## src/rtl/crl_ram.sv

```systemverilog
// Generic single-write, single-read RAM with registered read data.
`default_nettype none

module crl_ram #(
    parameter int WIDTH = 8,
    parameter int DEPTH = 16,
    localparam int AW = (DEPTH > 1) ? $clog2(DEPTH) : 1
) (
    input  wire logic             i_clk,
    input  wire logic             i_we,
    input  wire logic [AW-1:0]    i_waddr,
    input  wire logic [WIDTH-1:0] i_wdata,
    input  wire logic             i_re,
    input  wire logic [AW-1:0]    i_raddr,
    output logic      [WIDTH-1:0] o_rdata
);

    logic [WIDTH-1:0] r_mem [DEPTH];
    logic [WIDTH-1:0] r_rdata;

    always_ff @(posedge i_clk) begin
        if (i_we) begin
            r_mem[i_waddr] <= i_wdata;
        end
        if (i_re) begin
            r_rdata <= r_mem[i_raddr];
        end
    end

    assign o_rdata = r_rdata;

endmodule

`default_nettype wire

```

## config.mk

```make
export PLATFORM = sky130hd
export DESIGN_NAME = crl_ram
export DESIGN_NICKNAME = d
export VERILOG_FILES = /design/src/rtl/crl_ram.sv
export SDC_FILE = /design/constraint.sdc
export NUM_CORES = 1
export LEC_CHECK = 0
export ABC_AREA = 0
export BUFFER_PORTS_ARGS = -buffer_cell sky130_fd_sc_hd__buf_2
export CELL_PAD_IN_SITES_DETAIL_PLACEMENT = 2
export CELL_PAD_IN_SITES_GLOBAL_PLACEMENT = 2
export CORE_ASPECT_RATIO = 1.4
export CORE_UTILIZATION = 35
export DETAILED_ROUTE_END_ITERATION = 7
export PLACE_DENSITY = 0.56
export SLEW_MARGIN = 20
export SYNTH_ARGS = -nofsm -noshare
export SYNTH_HDL_FRONTEND = slang
export SYNTH_SLANG_ARGS = --single-unit
```

## constraint.sdc

```tcl
create_clock -name i_clk -period 4.3 [get_ports i_clk]
set_input_delay 1.29 -clock i_clk [delete_from_list [all_inputs] [get_ports i_clk]]
set_output_delay 1.29 -clock i_clk [all_outputs]
set_load 0.005 [all_outputs]
```

==> metrics.md <==
| Metric | Value |
|---|---|
| Status | `finished clean` |
| DP Cell Count | `444` |
| Fin Hold WS | `0.762 ns` |
| Asr flop ratio synth | `0%` |
| GRT Util Overall | `between 10% and 20%` |
| R2r worst-path depth | `3` |
| Die width | `105 um` |
| Core area | `0.0145 sq mm` |
| HPWL after DPL | `7840 um` |
| Fmax | `0.365 GHz` |
| Synth top area share | `78.1%` |
| Die Y | `147 um` |
| Clock Root Buffer | `clkbuf_16` |
| Final Skew | `0.00846 ns` |
| Setup slack after layout | `1.56 ns` |
| Synthesized area | `0.00523 sq mm` |
| Tcrit/Tclk final | `between 60% and 70%` |
| Post-synthesis net count | `248` |
| Pre-CTS WS | `approximately 1.1 ns` |
| Max-slew headroom | `29.0%` |
| CP Launch Point | `i_raddr[0]` |
| WL final | `11800 um` |
| Final nets | `293` |
| Top cells by count, synth | `136 x edfxtp_1, 18 x mux4_2, 16 x a22oi_1` |
| Main synth FF type | `edfxtp_1` |
| Hold Path Stages | `3` |
| #FFs+latches synth | `136` |
| Number of global-route vias before repair | `2792` |
| IO Port Bufs | `26` |
| Critical path type | `in2reg` |
| Die area | `0.0154 sq mm` |
| Worst R2R Start | `r_mem[1][3]` |
| Hold_buf cts | `0` |
| Number of synthesized flops with an enable pin | `136` |
| Ys Warns | `0` |
| First-pass GRT wire length | `18000 um` |
| R2r setup slk | `2.77 ns` |
| Finished Core Util | `42.7%` |
| Share of cells above drive strength 1 | `between 20% and 30%` |
| Initial antenna violation count | `0` |
| DRT Pass-1 Iters | `5` |
| Area of the multi-input gates | `0.00106 sq mm` |
| IO Pins | `27` |
| Max Cap Viol | `0` |
| Post-cts resize count | `0` |
| Crit-path max FO | `12` |
| Post-Syn Area per Cell | `22.8 sq um` |
| Antenna diodes | `0` |
| Synth top area cells | `edfxtp_1 78%, mux4_2 7.8%, mux4_1 7.0%, a22oi_1 2.3%, nor2_1 0.93%` |
| Max Buffers Root-to-Sink | `2` |
| Area grow syn2layout | `18.4%` |
| Setup crit end kind | `flop` |
| Routability cong. | `0.692` |
| Most frequent cell after synthesis | `edfxtp_1` |
| Startpoint Class | `input port` |
| Fin. Hold Viols | `0` |
| PwrDens | `506 mW/mm^2` |
| Initial Util | `36.0%` |
| Worst skew pair latency | `approximately 0.41 ns` |
| DR WL/cell | `24.8 um` |
| Crit path DAT | `2.88 ns` |
| Htree depth | `4` |
| Iteration-0 DRC count of the detailed router | `162` |
| Postcts setup bufs | `0` |
| Register Area | `0.00408 sq mm` |
| # setup viols final | `0` |
| Final worst path period need | `2.74 ns` |
| DR vias | `between 2000 and 2500` |
| Max-slew violations | `0` |
| Tot Pwr | `3.13 mW` |
| RSZ-0062 raised after global routing | `false` |
| RR Endpoint | `o_rdata[3]` |
| Post-route ant nets | `0` |
| Synth cell types | `18` |
| LEAKAGE | `2.06 nW` |
| Row Count | `between 50 and 60` |
| Fin area | `just over 0.006 sq mm` |
| Final Non-Filler Cells | `475` |
| Worst hold endpoint | `o_rdata[6]` |
| Num CTS Buffers | `17` |
| Worst VDD drop | `0.000244 V` |
| Worst Tran Pin Value | `approximately 1.1 ns` |
| Post-synthesis sequential area ratio | `between 70 and 80%` |
| Clock Sinks | `about 140` |
| DR vias/cell | `5.13` |
| Largest net degree at the start of global routing | `33` |
| Area leader, netlist | `edfxtp_1` |
| Setup TNS | `0 ns` |
| Fillers | `1327` |
| Hold crit path type | `reg2reg` |
| Overflow left after global routing | `0` |
| Hold Startpoint | `r_mem[11][6]` |
| Dpl cell area | `between 0.005 and 0.006 sq mm` |
| CTS tree | `built` |
| Worst Path Required | `4.44 ns` |
| CTS clk-pin slew, worst paths | `0.06 ns` |
| DR DRC count | `0` |
| Post-Syn Instances | `around 230` |
[area by class of cell]
type,count,area share (%)
Sequential cell,136,66.0
Timing Repair Buffer,36,3.31
Tap cell,189,3.82
Multi-Input combinational cell,83,17.1
Clock buffer,17,6.87
Clock inverter,14,2.95
[logic make-up after synthesis]
family	after synthesis	synth area share (%)
multiplexers	32	14.8
buffers and inverters	10	1.65
AO/OA/AOI/OAI	16	2.30
flip-flops	136	78.1
AND/OR/NAND/NOR	35	3.14
[where the power goes]
part / total [mW] / switching, mW / leakage, nW / internal, mW
clock network: 1.49 / 0.532 / 0.300 / 0.961
registers: 1.50 / 0.00821 / 1.24 / 1.49
logic: 0.136 / 0.0810 / 0.525 / 0.0545
[placed cells by master (no fill, tap or decap)]
master | Yosys | final
edfxtp_1 | 136 | 136
buf_2 | 3 | 26
mux4_2 | 18 | 18
clkbuf_16 | 0 | 17
a22oi_1 | 16 | 16
mux4_1 | 14 | 14
nor2_1 | 13 | 13
buf_4 | 1 | 10
nand2_1 | 9 | 9
clkinv_2 | 0 | 5
nor3_1 | 4 | 4
bufinv_16 | 0 | 4
clkinv_4 | 0 | 3
nand3b_1 | 2 | 2
nand2b_1 | 2 | 2
nor2b_1 | 1 | 1
and2_1 | 1 | 1
and2b_1 | 1 | 1
nand3_1 | 1 | 1
or3b_2 | 1 | 1
clkinvlp_4 | 0 | 1
clkinv_1 | 0 | 1
[routing by layer]
layer | GRT usage [%] | vias to the layer above | wire length, um
li1 | - | 1072 | -
met1 | 20.3 | 1296 | 5000
met2 | 29.3 | 57 | 6350
met3 | 3.57 | 10 | 286
met4 | 5.70 | 0 | 129
met5 | 0 | - | 0
[sequential cells by signal, indices dropped and copies added, names as in the netlist]
name and cells:
r_mem 128, o_rdata 8
[worst max-delay path: stages]
cell and delay [ns]:
buf_2 0.33, buf_4 0.28, mux4_1 0.57, a22oi_1 0.31
nand2_1 0.09
[worst max path at each step]
stage / endpoint / slack [ns]
6_report: o_rdata[3] / 1.56
2_1_floorplan: r_mem[0][0] / 1.52
3_5_place_dp: o_rdata[3] / 1.13
4_1_cts: o_rdata[3] / 1.56
5_1_grt: o_rdata[3] / 1.46
3_3_place_gp: o_rdata[3] / 1.20
(Power assumes the default switching activity.)
