**config.mk**
```make
export PLATFORM = sky130hd
export DESIGN_NAME = crl_front
export DESIGN_NICKNAME = d
export VERILOG_FILES = /design/src/rtl/crl_pkg.sv /design/src/rtl/crl_front.sv
export SDC_FILE = /design/constraint.sdc
export NUM_CORES = 1
export LEC_CHECK = 0
export ABC_CLOCK_PERIOD_IN_PS = 7600
export BUFFER_PORTS_ARGS = -buffer_cell sky130_fd_sc_hd__buf_2
export CAP_MARGIN = 10
export CORE_ASPECT_RATIO = 0.7
export CORE_UTILIZATION = 59
export DETAILED_ROUTE_END_ITERATION = 10
export PLACE_DENSITY = 0.82
export SKIP_LAST_GASP = 1
export SYNTH_ARGS = -nofsm -noshare
export SYNTH_HDL_FRONTEND = slang
export SYNTH_SLANG_ARGS = --single-unit
```
**constraint.sdc**
```tcl
create_clock -name i_clk -period 7.6 [get_ports i_clk]
set_input_delay 0.76 -clock i_clk [delete_from_list [all_inputs] [get_ports i_clk]]
set_output_delay 0.76 -clock i_clk [all_outputs]
set_load 0.01 [all_outputs]
```
**src/rtl/crl_pkg.sv**
```systemverilog
// Shared constants, codes and types of the closed-loop Catmull-Rom point evaluator.
`default_nettype none

package crl_pkg;

    // Field widths fixed by the interface
    localparam int COORD_BITS      = 32;   // signed Q16.16 coordinates
    localparam int PARAM_FRAC_BITS = 16;   // unsigned Q0.16 curve parameter
    localparam int INDEX_BITS      = 6;    // load slot field
    localparam int COUNT_BITS      = 7;    // point count register

    localparam int MAX_POINTS = 64;
    localparam logic [COUNT_BITS-1:0] COUNT_RESET = 7'd4;

    // Four control points feed every segment
    localparam int TAPS = 4;

    // Doubled basis weights fit well inside F+6 signed bits
    localparam int WEIGHT_BITS = PARAM_FRAC_BITS + 6;

    typedef enum logic {
        KIND_LOAD = 1'b0,
        KIND_EVAL = 1'b1
    } t_kind;

    // Local parameter and its square, handed from the address stage to the blend pipe
    typedef struct packed {
        logic [PARAM_FRAC_BITS-1:0] t;
        logic [PARAM_FRAC_BITS-1:0] t2;
    } t_frac;

endpackage

`default_nettype wire

```
**src/rtl/crl_front.sv**
```systemverilog
// Input and segment stages: parameter scaling, wraparound indices, t squared, table writes.
`default_nettype none

module crl_front #(
    parameter int MAX_POINTS = crl_pkg::MAX_POINTS,
    localparam int AW = $clog2(MAX_POINTS),
    localparam int CW = crl_pkg::COUNT_BITS,
    localparam int F  = crl_pkg::PARAM_FRAC_BITS,
    localparam int C  = crl_pkg::COORD_BITS,
    localparam int IW = crl_pkg::INDEX_BITS
) (
    input  wire logic                  i_clk,
    input  wire logic                  i_rst_n,
    // item input
    input  wire logic                  i_valid,
    output logic                       o_ready,
    input  wire logic                  i_kind,
    input  wire logic [IW-1:0]         i_point_index,
    input  wire logic [3*C-1:0]        i_point,
    input  wire logic [F-1:0]          i_global_t,
    input  wire logic [CW-1:0]         i_count,
    // table write
    output logic                       o_we,
    output logic [AW-1:0]              o_waddr,
    output logic [3*C-1:0]             o_wdata,
    // evaluate item toward the blend pipe
    output logic                       o_valid,
    input  wire logic                  i_ready,
    output logic [crl_pkg::TAPS-1:0][AW-1:0] o_raddr,
    output crl_pkg::t_frac             o_frac
);

    logic                 r_s0_valid;
    crl_pkg::t_kind       r_s0_kind;
    logic [IW-1:0]        r_s0_slot;
    logic [3*C-1:0]       r_s0_pt;
    logic [F-1:0]         r_s0_gt;

    logic                 r_s1_valid;
    crl_pkg::t_kind       r_s1_kind;
    logic [IW-1:0]        r_s1_slot;
    logic [3*C-1:0]       r_s1_pt;
    logic [F+CW-1:0]      r_s1_prod;
    logic [CW-1:0]        r_s1_n;

    logic                 s0_rdy;
    logic                 s1_rdy;
    logic [CW-1:0]        cnt_clamped;
    logic [CW-1:0]        seg_raw;
    logic [CW-1:0]        seg;
    logic [CW-1:0]        last;
    logic [CW-1:0]        ix0;
    logic [CW-1:0]        ix2;
    logic [CW-1:0]        ix3;
    logic [F-1:0]         t;
    logic [2*F-1:0]       tsq;

    // zero counts as one, large counts saturate at the table depth
    always_comb begin
        cnt_clamped = i_count;
        if (i_count == '0) begin
            cnt_clamped = CW'(1);
        end else if (32'(i_count) > 32'(MAX_POINTS)) begin
            cnt_clamped = CW'(MAX_POINTS);
        end
    end

    // loads leave at stage 1 without waiting on the blend pipe
    assign s1_rdy  = !r_s1_valid || (r_s1_kind == crl_pkg::KIND_LOAD) || i_ready;
    assign s0_rdy  = !r_s0_valid || s1_rdy;
    assign o_ready = s0_rdy;

    always_ff @(posedge i_clk) begin
        if (!i_rst_n) begin
            r_s0_valid <= 1'b0;
            r_s1_valid <= 1'b0;
        end else begin
            if (s0_rdy) begin
                r_s0_valid <= i_valid;
            end
            if (s1_rdy) begin
                r_s1_valid <= r_s0_valid;
            end
        end
    end

    always_ff @(posedge i_clk) begin
        if (s0_rdy) begin
            r_s0_kind <= crl_pkg::t_kind'(i_kind);
            r_s0_slot <= i_point_index;
            r_s0_pt   <= i_point;
            r_s0_gt   <= i_global_t;
        end
        if (s1_rdy) begin
            r_s1_kind <= r_s0_kind;
            r_s1_slot <= r_s0_slot;
            r_s1_pt   <= r_s0_pt;
            r_s1_prod <= {{CW{1'b0}}, r_s0_gt} * {{F{1'b0}}, cnt_clamped};
            r_s1_n    <= cnt_clamped;
        end
    end

    // segment, wrapped neighbors and t^2
    always_comb begin
        seg_raw = r_s1_prod[F+CW-1:F];
        last    = r_s1_n - CW'(1);
        seg     = (seg_raw >= r_s1_n) ? last : seg_raw;
        ix0     = (seg == '0)   ? last : seg - CW'(1);
        ix2     = (seg == last) ? '0   : seg + CW'(1);
        ix3     = (ix2 == last) ? '0   : ix2 + CW'(1);
        t       = r_s1_prod[F-1:0];
        tsq     = {{F{1'b0}}, t} * {{F{1'b0}}, t};
    end

    assign o_raddr   = {AW'(ix3), AW'(ix2), AW'(seg), AW'(ix0)};
    assign o_frac.t  = t;
    assign o_frac.t2 = tsq[2*F-1:F];
    assign o_valid   = r_s1_valid && (r_s1_kind == crl_pkg::KIND_EVAL);

    assign o_we    = r_s1_valid && (r_s1_kind == crl_pkg::KIND_LOAD)
                     && (32'(r_s1_slot) < 32'(MAX_POINTS));
    assign o_waddr = AW'(r_s1_slot);
    assign o_wdata = r_s1_pt;

endmodule

`default_nettype wire

```
==> metrics.md <==
| Metric | Value |
|---|---|
| Maximum fanout along the worst path | 6 |
| WP data required | 6.84 ns |
| Post-synthesis mux area share | 0.5404% |
| CP Cell Sequence | buf_4 > buf_4 > nand2_1 > inv_1 > fa_1 > inv_1 > fa_1 > inv_1 > ha_1 > fa_1 > fa_1 > fa_1 > ha_1 > nand3_1 > a211oi_1 > o21ai_1 > a21o_1 > a21o_1 > o21ai_0 > a21oi_1 > xnor2_1 > buf_2 |
| Initial Util | 60.78% |
| Post-Synthesis Cells | 1,600 |
| Crit-path leading delay family | adder cells |
| Worst Tran Pin Value | 1.221 ns |
| Largest family of logic cells by synthesized area | adder cells |
| Adder-cell area share of the yosys netlist | 33.91% |
| Clk_skew | 0.01547 ns |
| Gpl congestion | 0.9375 |
| Hpwl dp | 34,010 µm |
| CP Launch Type | flop |
| Run status | finished clean |
| Top cell type by total area after synthesis | edfxtp_1 |
| Dpl cells | 2,278 |
| Seq/Total Area, Yosys | 39.58% |
| Final hold vios | 0 |
| Synth Net Count | 2,112 |
| Number of synthesized flops with an enable pin | 252 |
| Routed Antenna Nets | 0 |
| TritonCTS Buffers | 25 |
| Post-Syn Area | 0.01922 mm² |
| Clk slew on worst S/H paths | 0.07 ns |
| Die area | 0.03331 mm² |
| Slew margin rel. | 18.28% |
| Non-Filler Instances | 2,352 |
| Simple-Gate Fraction of Synth Area | 10.81% |
| Setup-failing EPs final | 0 |
| PortBufs | 290 |
| Period minus WS final | 7.354 ns |
| Layout cells sized above 1 | 21.10% |
| Warnings, synthesis | 0 |
| Class of the worst hold path | in -> reg |
| CTS tree | built |
| Util after Layout | 70.03% |
| WL per Instance | 18.61 µm |
| Tot GR Track Use | 26.87% |
| I/O pins | 291 |
| Main synth FF type | edfxtp_1 |
| Vias | 12,580 |
| Worst path arrival time | 6.59 ns |
| Die Span Y | 153 µm |
| Row count | 54 |
| Layout fillers | 2,143 |
| RSZ-0062 raised after global routing | no |
| Clock root buffer | clkbuf_16 |
| Worst path buffer plus inverter count | 6 |
| TNS Setup | 0 ns |
| CP endpoint kind | output port |
| Crit-path max cell delay | 0.63 ns |
| Compound-Gate Fraction of Synth Area | 4.212% |
| Layout Area Growth over Synthesis | 15.23% |
| Synth Area in XOR/XNOR | 3.346% |
| Initial antenna violation count | 5 |
| GR Overflow Total | 0 |
| Nets | 2,425 |
| Clock Sinks | 254 |
| Yosys reg bits | 254 |
| Period utilisation layout | 96.76% |
| Peak Freq | 136.0 MHz |
| Iter 0 DRT Violations | 852 |
| Deepest clock path buffer count | 3 |
| Vias in the first global route | 13,130 |
| Synth top area share | 39.38% |
| CORE AREA | 0.03162 mm² |
| Slew Viols, Final | 0 |
| H-tree depth | 1 |
| Clk_lat worst skew | 0.53 ns |
| Mean Syn Cell Area | 12.01 µm² |
| Crit-path most repeated cell | fa_1 |
| DRC viols | 0 |
| Ys async rst share | 0% |
| First drt pass iteration count | 5 |
| Slowest-stage cell, CP | a211oi_1 |
| Via-to-Cell Ratio | 5.350 |
| Worst setup path class | reg -> out |
| Post-synth cell types | 72 |
| Die Wd | 217.7 µm |
| Pin count of the biggest net entering global routing | 70 |
| Ranking of synthesized cells by area | edfxtp_1 39%, fa_1 24%, ha_1 9.9%, inv_1 6.2%, and2_1 4.3% |
| Max-cap violations | 0 |
| Final wirelength | 43,770 µm |
| First-pass GRT wire length | 69,410 µm |
-- state kept, by name, indices dropped and copies added (netlist names) --
signal / flops
o_wdata: 96
r_s0_pt: 96
r_s1_prod: 23
r_s0_gt: 16
r_s1_n: 7
o_waddr: 6
r_s0_slot: 6
r_s0_kind: 1
r_s0_valid: 1
r_s1_kind: 1
r_s1_valid: 1
-- synth_stat cells (18+ instances only) --
library cell,number
fa_1,230
nor2_1,38
edfxtp_1,252
xnor2_1,51
o21ai_0,22
inv_1,319
nand2_1,133
xor2_1,18
and2_1,131
a21oi_1,34
ha_1,152
clkbuf_1,31
-- stage by stage --
step | instance area, µm² | worst slack (ns) | hold slack, ns
CTS | 22050 | 0.03720 | 0.3804
floorplan | 19220 | 0.8607 | 0.4003
global route | 22140 | 0.004004 | 0.3740
global placement | 21080 | 0.4353 | 0.4002
detailed placement | 21080 | 0.06763 | 0.4045
finish | 22150 | 0.2460 | 0.3968
-- repair_timing --
| action | 4_1_cts | 5_1_grt |
|---|---|---|
| gates resized for setup | 2 | 6 |
| hold buffers | 0 | 0 |
| pin swaps | 0 | 2 |
| endpoints found under the setup margin | 3 | 7 |
| setup buffers | 20 | 8 |
| hold endpoints to repair | 0 | 0 |
-- routing by layer --
| layer | track usage, % | wire length (µm) | up-vias |
|---|---|---|---|
| li1 | - | - | 5761 |
| met1 | 37.05 | 18420 | 6170 |
| met2 | 43.39 | 20460 | 579 |
| met3 | 6.269 | 3886 | 70 |
| met4 | 6.506 | 975 | 4 |
| met5 | 0 | 27 | - |
-- final timing paths --
kind                              startpoint            end  slack, ns  cells after the start
worst min-delay path             i_point[55]    r_s0_pt[55]       0.40                      1
worst max-delay path            r_s1_prod[3]     o_frac[10]       0.25                     22
worst min register to register   r_s0_pt[14]    o_wdata[14]       0.42                      0
worst max register to register    r_s0_gt[3]  r_s1_prod[19]       2.55                     15
-- cells in the final DEF, fill, tap and decap left out, types with 5 or more instances in the layout --
cell and n:
a21oi_1 34, nand2_1 131, o21a_1 6, inv_1 318, o21ai_0 20, nor3_1 13
clkbuf_16 25, buf_4 43, fa_1 230, a21o_1 14, nor2b_1 14, xor2_1 18
nand2b_1 8, clkbuf_1 6, and3_1 6, xnor2_1 51, and2_1 131, ha_1 152
buf_2 290, nand3_1 12, edfxtp_1 252, mux2i_1 7, nor2_1 38, o21ai_1 7
a211oi_1 5
-- layout make-up --
cell class              instances  area (µm²)  area share, %
multi-input cells             977       10190          46.02
flip-flops and latches        254        7607          34.35
repair buffers                336        1819          8.215
inverters                     319        1200          5.418
clock buffers                  35       703.2          3.175
well taps                     420       525.5          2.373
clock inverters                 8       91.34         0.4125
diodes                          3       7.507        0.03390
-- kinds of logic after synthesis --
group / count (synthesis)
buffers and inverters: 369
AO/OA/AOI/OAI: 123
XOR/XNOR: 71
AND/OR/NAND/NOR: 390
adder cells (fa/ha/maj): 383
multiplexers: 10
flip-flops: 254
Power is left out: the tool's default activity adds up to more than one toggle a clock period on the data nets, which glitch-free logic cannot reach.
